`src/hw/rtl/cmsw_pkg.sv`:
```
// Shared types, codes, constants and helper function of the column melt wipe.
package cmsw_pkg;

	// Default sizes for the top level parameters
	localparam int DEF_MAX_COLUMNS = 256;
	localparam int DEF_MAX_ROWS    = 1024;

	// Field widths fixed by the stream format
	localparam int ACTION_W        = 2;
	localparam int RANDOM_W        = 8;
	localparam int COLUMN_W        = 8;
	localparam int ROW_W           = 10;
	localparam int PREV_W          = 5;
	localparam int COLUMN_COUNT_W  = 9;
	localparam int SCREEN_HEIGHT_W = 10;
	localparam int S_DATA_W        = 32;
	localparam int S_USER_W        = ACTION_W;
	localparam int M_DATA_W        = 16;
	localparam int M_USER_W        = 1;
	localparam int CFG_IDX_W       = 2;
	localparam int CFG_DATA_W      = 10;

	// Register indexes of the configuration channel
	localparam logic [CFG_IDX_W-1:0] REG_COLUMN_COUNT  = 2'd0;
	localparam logic [CFG_IDX_W-1:0] REG_SCREEN_HEIGHT = 2'd1;

	// Register reset values
	localparam logic [COLUMN_COUNT_W-1:0]  COLUMN_COUNT_RESET  = 9'd160;
	localparam logic [SCREEN_HEIGHT_W-1:0] SCREEN_HEIGHT_RESET = 10'd200;

	// Action codes carried in the input tuser
	localparam logic [ACTION_W-1:0] ACT_INIT  = 2'd0;
	localparam logic [ACTION_W-1:0] ACT_TICK  = 2'd1;
	localparam logic [ACTION_W-1:0] ACT_QUERY = 2'd2;

	// Melt step constants
	localparam int STEP_FAST_LIMIT = 16;
	localparam int STEP_SLOW       = 8;
	localparam int INIT_FLOOR      = -15;

	// Column walk sequencer states
	typedef enum logic [1:0] {
		WS_IDLE,
		WS_WALK,
		WS_DRAIN,
		WS_DONE
	} walk_state_t;

	// Walk sequencer controls toward the datapath
	typedef struct packed {
		logic idle;
		logic rd;
		logic load_done;
	} walk_ctl_t;

	// Starting offset of one column from its random byte
	function automatic logic signed [PREV_W-1:0] init_offset(
		input logic signed [PREV_W-1:0] prev,
		input logic [RANDOM_W-1:0]      rnd,
		input logic                     first
	);
		logic [15:0]       prod;
		logic [6:0]        quot;
		logic [RANDOM_W-1:0] rem;
		logic signed [6:0] sum;
		logic signed [PREV_W-1:0] res;
		// rnd / 3 by reciprocal, exact for eight-bit values
		prod = 16'(rnd) * 16'd171;
		quot = prod[15:9];
		rem  = rnd - RANDOM_W'(quot) * RANDOM_W'(3);
		sum  = 7'(prev) + $signed({5'd0, rem[1:0]}) - 7'sd1;
		if (first) begin
			res = -$signed({1'b0, rnd[3:0]});
		end else if (sum > 7'sd0) begin
			res = '0;
		end else if (sum < 7'(INIT_FLOOR)) begin
			res = PREV_W'(INIT_FLOOR);
		end else begin
			res = sum[PREV_W-1:0];
		end
		return res;
	endfunction

endpackage

```
`src/hw/rtl/cmsw_ram.sv`:
```
// Generic single write port, single read port RAM with registered read data.
module cmsw_ram #(
	parameter int WIDTH = 11,
	parameter int DEPTH = 256
) (
	input  logic                     clk,
	input  logic                     we,
	input  logic [$clog2(DEPTH)-1:0] waddr,
	input  logic [WIDTH-1:0]         wdata,
	input  logic                     re,
	input  logic [$clog2(DEPTH)-1:0] raddr,
	output logic [WIDTH-1:0]         rdata
);

	logic [WIDTH-1:0] mem_q [DEPTH];

	// Write one entry
	always_ff @(posedge clk) begin
		if (we) begin
			mem_q[waddr] <= wdata;
		end
	end

	// Register the read word, hold it while no read is issued
	always_ff @(posedge clk) begin
		if (re) begin
			rdata <= mem_q[raddr];
		end
	end

endmodule

```
`src/hw/rtl/cmsw_step.sv`:
```
// One melt step of a single column offset.
module cmsw_step #(
	parameter int OFF_W = 11,
	parameter int HW    = 10
) (
	input  logic signed [OFF_W-1:0] y,
	input  logic [HW-1:0]           h,
	output logic signed [OFF_W-1:0] y_next,
	output logic                    moved
);

	import cmsw_pkg::*;

	localparam int SW = OFF_W + 2;

	logic signed [SW-1:0] y_x;
	logic signed [SW-1:0] h_x;
	logic signed [SW-1:0] dy;
	logic signed [SW-1:0] sum;
	logic signed [SW-1:0] nxt;

	assign y_x = SW'(y);
	assign h_x = $signed(SW'(h));

	// Count up below zero, fall toward the height below it, hold at or above it
	always_comb begin
		dy    = (y_x < SW'(STEP_FAST_LIMIT)) ? y_x + SW'(1) : SW'(STEP_SLOW);
		sum   = y_x + dy;
		nxt   = y_x;
		moved = 1'b0;
		if (y_x < 0) begin
			nxt   = y_x + SW'(1);
			moved = 1'b1;
		end else if (y_x < h_x) begin
			nxt   = (sum >= h_x) ? h_x : sum;
			moved = 1'b1;
		end
	end

	assign y_next = nxt[OFF_W-1:0];

endmodule

```
`src/hw/rtl/cmsw_walk.sv`:
```
// Sequencer that walks all columns in use for one tick.
module cmsw_walk #(
	parameter int AW    = 8,
	parameter int CNT_W = 9
) (
	input  logic                  clk,
	input  logic                  arst_n,
	input  logic                  start,
	input  logic [CNT_W-1:0]      ncols,
	input  logic                  out_free,
	output cmsw_pkg::walk_ctl_t   ctl,
	output logic [AW-1:0]         idx
);

	import cmsw_pkg::*;

	walk_state_t state_q;
	walk_state_t state_d;
	logic [AW-1:0] idx_q;
	logic          last;

	assign last = (CNT_W'(idx_q) == ncols - 1'b1);
	assign idx  = idx_q;

	// Next state
	always_comb begin
		state_d = state_q;
		unique case (state_q)
			WS_IDLE: begin
				if (start) begin
					state_d = (ncols == '0) ? WS_DONE : WS_WALK;
				end
			end
			WS_WALK: begin
				if (last) begin
					state_d = WS_DRAIN;
				end
			end
			WS_DRAIN: begin
				state_d = WS_DONE;
			end
			WS_DONE: begin
				if (out_free) begin
					state_d = WS_IDLE;
				end
			end
			default: begin
				state_d = WS_IDLE;
			end
		endcase
	end

	// Outputs
	always_comb begin
		ctl = '0;
		unique case (state_q)
			WS_IDLE:  ctl.idle = 1'b1;
			WS_WALK:  ctl.rd = 1'b1;
			WS_DRAIN: ctl = '0;
			WS_DONE:  ctl.load_done = out_free;
			default:  ctl = '0;
		endcase
	end

	// State and column index
	always_ff @(posedge clk or negedge arst_n) begin
		if (!arst_n) begin
			state_q <= WS_IDLE;
			idx_q   <= '0;
		end else begin
			state_q <= state_d;
			if (state_q == WS_IDLE) begin
				idx_q <= '0;
			end else if (state_q == WS_WALK) begin
				idx_q <= idx_q + 1'b1;
			end
		end
	end

endmodule

```
`src/hw/rtl/column_melt_screen_wipe.sv`:
```
// Column melt wipe: per-column drop offsets in a RAM, init, tick and pixel query.
//
// Input beats arrive on s_axis: tuser holds the action (init, tick or query),
// tdata the random byte, the column and the row. Every accepted beat gives one
// result beat on m_axis: tuser is the source frame select, tdata the source row
// and the done flag. Registers are written through cfg_valid/cfg_index/cfg_data
// and are always ready; write them only while the block is idle.
// Init and query beats are taken one per cycle while m_axis is not stalled; a
// result passes the offset RAM read stage, then the output register, before
// it shows on m_axis. A tick walks the ncols columns in use through the single
// RAM read port and the write port, one column per cycle, ncols being
// column_count limited to MAX_COLUMNS; it keeps s_axis_tready low until its
// done beat enters the output register, later when m_axis is stalled.
// When m_axis_tready is low the output register holds its beat; one more beat
// waits in the RAM read stage, after which s_axis_tready drops.
// After reset no beat is pending, column_count is 160 and screen_height 200.
// The offset RAM is not cleared: query only columns that an init has written.
module column_melt_screen_wipe #(
	parameter int MAX_COLUMNS = cmsw_pkg::DEF_MAX_COLUMNS,
	parameter int MAX_ROWS    = cmsw_pkg::DEF_MAX_ROWS
) (
	input  logic                           clk,
	input  logic                           arst_n,
	input  logic                           s_axis_tvalid,
	output logic                           s_axis_tready,
	// [7:0] random_value, [15:8] column, [25:16] row, [31:26] zero
	input  logic [cmsw_pkg::S_DATA_W-1:0]  s_axis_tdata,
	// [1:0] action
	input  logic [cmsw_pkg::S_USER_W-1:0]  s_axis_tuser,
	output logic                           m_axis_tvalid,
	input  logic                           m_axis_tready,
	// [9:0] source_row, [10] done_res, [15:11] zero
	output logic [cmsw_pkg::M_DATA_W-1:0]  m_axis_tdata,
	// [0] source_select
	output logic [cmsw_pkg::M_USER_W-1:0]  m_axis_tuser,
	input  logic                           cfg_valid,
	output logic                           cfg_ready,
	input  logic [cmsw_pkg::CFG_IDX_W-1:0] cfg_index,
	input  logic [cmsw_pkg::CFG_DATA_W-1:0] cfg_data
);

	import cmsw_pkg::*;

	localparam int AW    = $clog2(MAX_COLUMNS);
	localparam int CNT_W = $clog2(MAX_COLUMNS + 1);
	localparam int HW    = $clog2(MAX_ROWS);
	localparam int OFF_W = HW + 1;
	localparam int QW    = ((OFF_W > ROW_W) ? OFF_W : ROW_W) + 1;

	// Configuration registers
	logic [COLUMN_COUNT_W-1:0]  column_count_q;
	logic [SCREEN_HEIGHT_W-1:0] screen_height_q;
	logic [CNT_W-1:0]           ncols;
	logic [HW-1:0]              height;

	// Input beat fields
	logic                 s_acc;
	logic [ACTION_W-1:0]  action;
	logic [RANDOM_W-1:0]  random_value;
	logic [COLUMN_W-1:0]  column;
	logic [ROW_W-1:0]     row;
	logic                 col_ok;

	// Init chain
	logic signed [PREV_W-1:0] prev_q;
	logic signed [PREV_W-1:0] init_v;
	logic                     init_wr;

	// RAM ports
	logic                    ram_we;
	logic [AW-1:0]           ram_waddr;
	logic [OFF_W-1:0]        ram_wdata;
	logic                    ram_re;
	logic [AW-1:0]           ram_raddr;
	logic signed [OFF_W-1:0] ram_rdata;

	// Walk control and write-back stage
	walk_ctl_t               ctl;
	logic [AW-1:0]           walk_idx;
	logic                    wb_valid_s1;
	logic [AW-1:0]           wb_addr_s1;
	logic signed [OFF_W-1:0] step_y;
	logic                    step_moved;
	logic                    moved_q;

	// Read stage of init, query and unknown beats
	logic             valid_s1;
	logic             query_s1;
	logic             colok_s1;
	logic [ROW_W-1:0] row_s1;

	// Query answer
	logic signed [OFF_W-1:0] off;
	logic signed [QW-1:0]    row_x;
	logic signed [QW-1:0]    diff;
	logic                    q_sel;
	logic [ROW_W-1:0]        q_row;

	// Output register
	logic             out_valid_q;
	logic             out_free;
	logic             out_load;
	logic             out_sel_q;
	logic [ROW_W-1:0] out_row_q;
	logic             out_done_q;

	// Unpack the input beat
	assign action       = s_axis_tuser;
	assign random_value = s_axis_tdata[7:0];
	assign column       = s_axis_tdata[15:8];
	assign row          = s_axis_tdata[25:16];
	assign col_ok       = (32'(column) < MAX_COLUMNS);

	assign out_free      = !out_valid_q || m_axis_tready;
	assign s_axis_tready = ctl.idle && (!valid_s1 || out_free);
	assign s_acc         = s_axis_tvalid && s_axis_tready;

	// Limit the registers to what the storage holds
	assign ncols  = (32'(column_count_q) > MAX_COLUMNS) ? CNT_W'(MAX_COLUMNS)
	                                                    : CNT_W'(column_count_q);
	assign height = (32'(screen_height_q) > MAX_ROWS - 1) ? HW'(MAX_ROWS - 1)
	                                                      : HW'(screen_height_q);

	// Configuration writes
	assign cfg_ready = 1'b1;

	always_ff @(posedge clk or negedge arst_n) begin
		if (!arst_n) begin
			column_count_q  <= COLUMN_COUNT_RESET;
			screen_height_q <= SCREEN_HEIGHT_RESET;
		end else if (cfg_valid) begin
			if (cfg_index == REG_COLUMN_COUNT) begin
				column_count_q <= cfg_data[COLUMN_COUNT_W-1:0];
			end else if (cfg_index == REG_SCREEN_HEIGHT) begin
				screen_height_q <= cfg_data;
			end
		end
	end

	// Init offset chain
	assign init_v  = init_offset(prev_q, random_value, column == '0);
	assign init_wr = s_acc && (action == ACT_INIT) && col_ok;

	always_ff @(posedge clk or negedge arst_n) begin
		if (!arst_n) begin
			prev_q <= '0;
		end else if (init_wr) begin
			prev_q <= init_v;
		end
	end

	// Offset RAM: init and tick write-back share the write port
	assign ram_we    = init_wr || (wb_valid_s1 && step_moved);
	assign ram_waddr = wb_valid_s1 ? wb_addr_s1 : AW'(column);
	assign ram_wdata = wb_valid_s1 ? step_y : OFF_W'(init_v);
	assign ram_re    = (s_acc && (action == ACT_QUERY)) || ctl.rd;
	assign ram_raddr = ctl.rd ? walk_idx : AW'(column);

	cmsw_ram #(
		.WIDTH (OFF_W),
		.DEPTH (MAX_COLUMNS)
	) u_ram (
		.clk   (clk),
		.we    (ram_we),
		.waddr (ram_waddr),
		.wdata (ram_wdata),
		.re    (ram_re),
		.raddr (ram_raddr),
		.rdata (ram_rdata)
	);

	// Tick walk sequencer
	cmsw_walk #(
		.AW    (AW),
		.CNT_W (CNT_W)
	) u_walk (
		.clk      (clk),
		.arst_n   (arst_n),
		.start    (s_acc && (action == ACT_TICK)),
		.ncols    (ncols),
		.out_free (out_free),
		.ctl      (ctl),
		.idx      (walk_idx)
	);

	// Melt step on the word read back
	cmsw_step #(
		.OFF_W (OFF_W),
		.HW    (HW)
	) u_step (
		.y      (ram_rdata),
		.h      (height),
		.y_next (step_y),
		.moved  (step_moved)
	);

	// Track the write-back address and whether any column moved
	always_ff @(posedge clk or negedge arst_n) begin
		if (!arst_n) begin
			wb_valid_s1 <= 1'b0;
			moved_q     <= 1'b0;
		end else begin
			wb_valid_s1 <= ctl.rd;
			if (s_acc && (action == ACT_TICK)) begin
				moved_q <= 1'b0;
			end else if (wb_valid_s1 && step_moved) begin
				moved_q <= 1'b1;
			end
		end
	end

	always_ff @(posedge clk) begin
		wb_addr_s1 <= walk_idx;
	end

	// Read stage of init, query and unknown beats
	always_ff @(posedge clk or negedge arst_n) begin
		if (!arst_n) begin
			valid_s1 <= 1'b0;
		end else if (s_acc && (action != ACT_TICK)) begin
			valid_s1 <= 1'b1;
		end else if (out_free) begin
			valid_s1 <= 1'b0;
		end
	end

	always_ff @(posedge clk) begin
		if (s_acc) begin
			query_s1 <= (action == ACT_QUERY);
			colok_s1 <= col_ok;
			row_s1   <= row;
		end
	end

	// Answer a pixel query from the offset read back
	assign off   = colok_s1 ? ram_rdata : '0;
	assign row_x = $signed(QW'(row_s1));
	assign diff  = row_x - QW'(off);
	assign q_sel = (off > 0) && (diff < 0);
	assign q_row = ((off > 0) && !q_sel) ? diff[ROW_W-1:0] : row_s1;

	// Output register
	assign out_load = (valid_s1 && out_free) || ctl.load_done;

	always_ff @(posedge clk or negedge arst_n) begin
		if (!arst_n) begin
			out_valid_q <= 1'b0;
		end else if (out_load) begin
			out_valid_q <= 1'b1;
		end else if (m_axis_tready) begin
			out_valid_q <= 1'b0;
		end
	end

	always_ff @(posedge clk) begin
		if (out_load) begin
			if (ctl.load_done) begin
				out_sel_q  <= 1'b0;
				out_row_q  <= '0;
				out_done_q <= !moved_q;
			end else begin
				out_sel_q  <= query_s1 && q_sel;
				out_row_q  <= query_s1 ? q_row : '0;
				out_done_q <= 1'b0;
			end
		end
	end

	assign m_axis_tvalid = out_valid_q;
	assign m_axis_tdata  = {5'd0, out_done_q, out_row_q};
	assign m_axis_tuser  = out_sel_q;

endmodule

```
`config.mk`:
```
export PLATFORM = sky130hd
export DESIGN_NAME = column_melt_screen_wipe
export DESIGN_NICKNAME = d
export VERILOG_FILES = /design/src/hw/rtl/cmsw_pkg.sv /design/src/hw/rtl/cmsw_ram.sv /design/src/hw/rtl/cmsw_step.sv /design/src/hw/rtl/cmsw_walk.sv /design/src/hw/rtl/column_melt_screen_wipe.sv
export SDC_FILE = /design/constraint.sdc
export NUM_CORES = 2
export LEC_CHECK = 0
export BUFFER_PORTS_ARGS = -buffer_cell sky130_fd_sc_hd__buf_4
export CORE_MARGIN = 3
export CORE_UTILIZATION = 39
export CTS_CLUSTER_DIAMETER = 50
export DETAILED_ROUTE_END_ITERATION = 10
export PLACE_DENSITY = 0.56
export SLEW_MARGIN = 15
export SYNTH_ARGS = -nofsm -noshare
export SYNTH_HDL_FRONTEND = slang
export SYNTH_SLANG_ARGS = --single-unit
```
`constraint.sdc`:
```
create_clock -name clk -period 15.85 [get_ports clk]
set_clock_uncertainty 0.15 [all_clocks]
set_input_delay 1.585 -clock clk [delete_from_list [all_inputs] [get_ports clk]]
set_output_delay 1.585 -clock clk [all_outputs]
set_load 0.02 [all_outputs]
```
# Yosys cells after proc, flatten, opt, wreduce, memory -nomap -nowiden
# Memories as Yosys holds them, arrays and structs flattened. A register that Yosys moved wholly into a read port is not among the register bits.
# Cells that the tools add are included.
# classes
add_sub_neg,9
multipliers,2
div,0
magnitude_cmp,9
n_eq_ne,11
n_shift,0
muxes,32
bitwise,2
reduce_logical,33
# op_table
op,n
$mux W11,4
$mux W8,4
$mul A8 B8 Y16 const B,1
$mux W5,3
$add A11 B13 Y13,1
$ge A13 B11 Y1,1
$mux W1,13
$mux W13,1
$add A11 B2 Y12 const B,1
$lt A12 B1 Y1 const B,1
$sub A11 B11 Y12,1
$gt A11 B1 Y1 const B,1
$logic_and A1 B1 Y1,11
$lt A11 B1 Y1 const B,1
$lt A11 B11 Y1,1
$lt A11 B6 Y1 const B,1
$mux W10,1
$eq A8 B9 Y1,1
$gt A9 B9 Y1 const B,1
$logic_not A9 Y1,1
$mux W9,1
$sub A9 B1 Y9 const B,1
$add A8 B1 Y8 const B,1
$logic_not A8 Y1,1
21 further kinds,44
# word_totals
reg_bits,69
latch_bits,0
ramBits,2816
romBits,0
output_inout_bits,20
mem_count,1
# mem_list
name,words,word_bits,read_ports,rd_ports_with_merged_regs,write_ports,line,text
u_ram.mem_q,256,11,1,1,1,cmsw_ram.sv:15,logic [WIDTH-1:0] mem_q [DEPTH];

# Logic depth before layout (Yosys ltp)
# depth
depth_word,10
mapped_depth,31
depth_no_buf,31

# By module
# From an unflattened synthesis, not the netlist that was laid out.
# unflattened
hier_cells,5720
area_unflattened_um2,115415.7
# modules_own_cells
mod,instances,cells_per_inst,area_each_um2
cmsw_ram,1,4999,108823.1
column_melt_screen_wipe,1,403,4195.3
cmsw_step,1,220,1512.7
cmsw_walk,1,98,884.6

# Worst setup path after synthesis
# OpenSTA, ideal clock, no wires.
# synth_timing
path_kind,input port to flip-flop
start,input port s_axis_tdata[1] (netlist bit)
end,"memory u_ram.mem_q[0][2], data pin"
setup_ns,1.628
t_arrival_ns,14.292
required_time_ns,14.072
slack_ns,-0.219
cell_stages,27
path_buffers,0
path_cell_list,ha_1 > fa_1 > fa_1 > inv_1 > fa_1 > inv_1 > ha_1 > nor2b_1 > nor2_1 > xnor2_1 > ha_1 > xnor2_1 > xnor2_1 > xnor2_1 > xnor2_1 > xnor2_1 > ha_1 > inv_1 > ha_1 > fa_1 > xor2_1 > or4b_2 > or3_1 > and3_1 > nor3_1 > a22oi_1 > o221ai_1
# synth_between
elab_chain_cells,10
elab_cells_between_ends,12
# synth_lines
item,line,text
"start, declared",column_melt_screen_wipe.sv:27,"input logic [cmsw_pkg::S_DATA_W-1:0] s_axis_tdata,"
$mul A8 B8 Y16,cmsw_pkg.sv:68,prod = 16'(rnd) * 16'd171;
$mul A7 B2 Y2,cmsw_pkg.sv:70,rem = rnd - RANDOM_W'(quot) * RANDOM_W'(3);
$sub A2 B2 Y2,cmsw_pkg.sv:70,
$add A5 B3 Y6,cmsw_pkg.sv:71,"sum = 7'(prev) + $signed({5'd0, rem[1:0]}) - 7'sd1;"
$sub A6 B2 Y7,cmsw_pkg.sv:71,
$lt A7 B5 Y1,cmsw_pkg.sv:76,end else if (sum < 7'(INIT_FLOOR)) begin
$mux W5,cmsw_pkg.sv:76,
$mux W5,cmsw_pkg.sv:74,end else if (sum > 7'sd0) begin
$mux W5 (*),cmsw_pkg.sv:72,if (first) begin
$mux W11 (*),column_melt_screen_wipe.sv:155,assign ram_wdata = wb_valid_s1 ? step_y : OFF_W'(init_v);
net ram_wdata[2],column_melt_screen_wipe.sv:72,logic [OFF_W-1:0] ram_wdata;
"end, declared",cmsw_ram.sv:15,
# Mark *: on every way through the listed nets, which the timed path passes. The rest lies on a longest branch.

# Final worst setup path
# layout_timing
start,input port s_axis_tdata[1] (netlist bit)
end,"memory u_ram.mem_q[87][2], data pin"
# Same word-level chain as after synthesis.

==> metrics.md <==
| Metric | Value |
|---|---|
| Levels on crit path | 30 |
| Die height | 551 um |
| Most frequent cells in the layout | 2850 x edfxtp_1, 704 x mux4_2, 446 x nand2_1 |
| Total grt overflow | 0 |
| Post-synthesis sequential area ratio | 74.9% |
| Syn Inst Count | 5929 |
| Tot Pwr | 29.8 mW |
| Slowest stage delay, CP | 0.85 ns |
| Vias in the first global route | 59400 |
| Starting Density | 39.3% |
| Multi-input gate area | 0.0277 mm^2 |
| Final hold vios | 0 |
| Post-Synth XOR/XNOR Area | 0.333% |
| Actual slew at the worst max-slew pin | 1.36 ns |
| Critical Path Most Common Cell | xnor2_1 |
| Fin crit share | 62.8% |
| Post-layout instance count excluding filler cells | 10300 |
| Post-synthesis simple-gate area fraction | 3.99% |
| Core ar. | 0.295 mm^2 |
| Crit-path max FO | 71 |
| Synthesized flop and latch total | 2896 |
| Layout area overhead | 14.2% |
| Worst Hold Class | register to register |
| Predominant post-synthesis flop cell | edfxtp_1 |
| Post-CTS Setup Inserts | 0 |
| R2r endpoint | u_ram.mem_q[74][8] |
| Leakage | 41.0 nW |
| Max Fclk | 100 MHz |
| Hold_buf cts | 0 |
| Ports | 71 |
| Worst Path Arrival | 10.43 ns |
| Final #Nets | 6234 |
| Async SR Flop Fraction | 1.31% |
| Slew HR | 9.64% |
| First-pass GRT wire length | 421 mm |
| CTS tree | yes |
| Synth Area per Inst | 19.5 um^2 |
| Buf/Inv on CP | 6 |
| Crit end category | register |
| Total CTS buffers | 339 |
| Setup crit start | s_axis_tdata[1] |
| Syn Std Cell Area | 0.116 mm^2 |
| Worst-path clk slew | 0.05 ns |
| Final Max Slew Viols | 0 |
| Critical Path Start Type | primary input |
| Adder-Cell Fraction of Synth Area | 1.03% |
| WP data required | 16.32 ns |
| R2R Setup Slk | 7.64 ns |
| DR vias | 58300 |
| Die ar. | 0.304 mm^2 |
| Final Wtd Congestion | 0.804 |
| TNS Setup | 0 ns |
| Post-DP HPWL | 161 mm |
| Post-synthesis mux area share | 14.1% |
| Yosys Warn Count | 0 |
| Status | completed |
| GRT Total Usage | 18.8% |
| Unique masters post-synth | 77 |
| Maximum vdd drop | 0.728 mV |
| CTS root buf | clkbuf_16 |
| Row count | 199 |
| Highest-delay cell along the critical path | o221ai_4 |
| CTS sink count | 2896 |
| Clock buffer depth | 4 |
| DRT iter0 DRCs | 5989 |
| Filler instances | 25100 |
| Most common cell after layout, fill and taps aside | edfxtp_1 |
| Reg2Reg Depth | 22 |
| DR pass1 iterations | 6 |
| Cell family with most CP delay | adder cells |
| Worst reg2reg startpoint | u_ram.rdata[5] |
| Chip width | 551 um |
| Mean routed wirelength per cell | 28.1 um |
| Unrepaired setup endpoints after global routing | false |
| Max-cap violations | 0 |
| Number of synthesized flops with an enable pin | 2850 |
| Area fraction in compound gates after synthesis | 4.04% |
| H-tree levels | 5 |
| Tmin final | 9.96 ns |
| Largest net degree at the start of global routing | 228 |
| Final wirelength | 289 mm |
| Number of antenna violations at the first check in global routing | 9 |
| Crit path capture | u_ram.mem_q[87][2] |
| Vias/cell | 5.68 |
| Register area | 0.0867 mm^2 |
| Main combinational cell family by area after synthesis | multiplexers |
| Crit Path Class | primary input to register |
| Cells after DPL | 9673 |
| # port buffers | 58 |
| Post-DRT Antenna Nets | 0 |
| Ratio of cells with drive above 1 in the final layout | 24.2% |
| Cell Pwr Density | 225 mW/mm^2 |
| Clock latency on the worst-skew pair | 0.86 ns |
| Residual DRC | 0 |
| CTS resizes | 0 |
| Setup-failing EPs final | 0 |
logic make-up (layout without fill, tap and decap cells):
| family | after synthesis | count (layout) |
|---|---|---|
| flip-flops | 2896 | 2896 |
| AND/OR/NAND/NOR | 1042 | 1042 |
| XOR/XNOR | 44 | 44 |
| AO/OA/AOI/OAI | 653 | 653 |
| other | 2 | 12 |
| multiplexers | 750 | 750 |
| buffers and inverters | 454 | 876 |
| adder cells (fa/ha/maj) | 88 | 88 |
layout make-up:
class                      instances  share of cell area (%)
tap                             3919                    3.71
inverter                          82                   0.233
clock buffer                     402                    6.72
antenna                            6                  0.0114
multi-input combinational       2583                    20.9
clock inverter                   199                    1.54
timing repair buffer             193                    1.28
sequential                      2896                    65.6
report_power, final:
group	internal [mW]	total, mW	switching, mW
Combinational	2.23	9.34	7.11
Sequential	12.8	12.8	0.0862
Clock	4.52	7.61	3.09
Total	19.5	29.8	10.3
cell usage after synthesis, drive strengths merged, types with 20 or more instances:
library cell	number	share of area, %
mux4	704	14
a31oi	75	0.42
buf	136	0.60
edfxtp	2850	74
ha	76	0.82
nand2	455	1.5
mux2i	20	0.17
clkbuf	236	0.76
a311oi	111	0.84
nor2	316	1.0
a211oi	204	1.3
xnor2	30	0.23
o31ai	27	0.18
and2	180	0.97
inv	82	0.27
a21oi	108	0.47
dfrtp	33	0.71
o21ai	34	0.15
mux2	26	0.26
how the worst min path moves through the flow:
stage	cells past startpoint	start	slack (ns)	to
after floorplan	0	u_walk.idx[2]	0.20	wb_addr_s1[2]
after global placement	2	prev_q[1]	0.32	prev_q[1]
after detailed placement	2	prev_q[1]	0.33	prev_q[1]
after CTS	2	prev_q[1]	0.35	prev_q[1]
after global routing	2	prev_q[1]	0.36	prev_q[1]
final	2	prev_q[1]	0.34	prev_q[1]
per-layer routing:
layer  vias to the layer above  GRT usage, %  share of wire, %
li1                      24600             -                 -
met1                     31300          27.2                43
met2                      1975          29.5                48
met3                       457          3.22               6.4
met4                         0          5.62               2.7
met5                         -             0                 0
flip-flops by register name, summed over array words and instances, names as in the netlist:
name and flops:
height 10, out_done_q 1, m_axis_tvalid 1, valid_s1 1, u_walk.idx 8, wb_valid_s1 1, u_ram.mem_q 2816, m_axis_tuser 1
wb_addr_s1 8, row_s1 10, moved_q 1, prev_q 5, out_row_q 10, column_count_q 9, u_ram.rdata 11, query_s1 1
u_walk.state_q 2
through the flow:
step	setup WS (ns)	util [%]	instance area, um^2	hold slack (ns)
2_1_floorplan	0.0722	-	116000	0.195
3_3_place_gp	5.01	41.1	121000	0.319
3_5_place_dp	4.93	41.1	121000	0.334
4_1_cts	5.85	44.8	132000	0.345
5_1_grt	5.33	44.9	132000	0.361
6_report	5.89	44.9	132000	0.335
worst min-delay path, delay by kind of cell (launching register included):
family,cells,cell delay [ns]
AO/OA/AOI/OAI,1,0.06
AND/OR/NAND/NOR,1,0.05
flip-flops,1,0.34
Power figures use the tool's default switching activity.
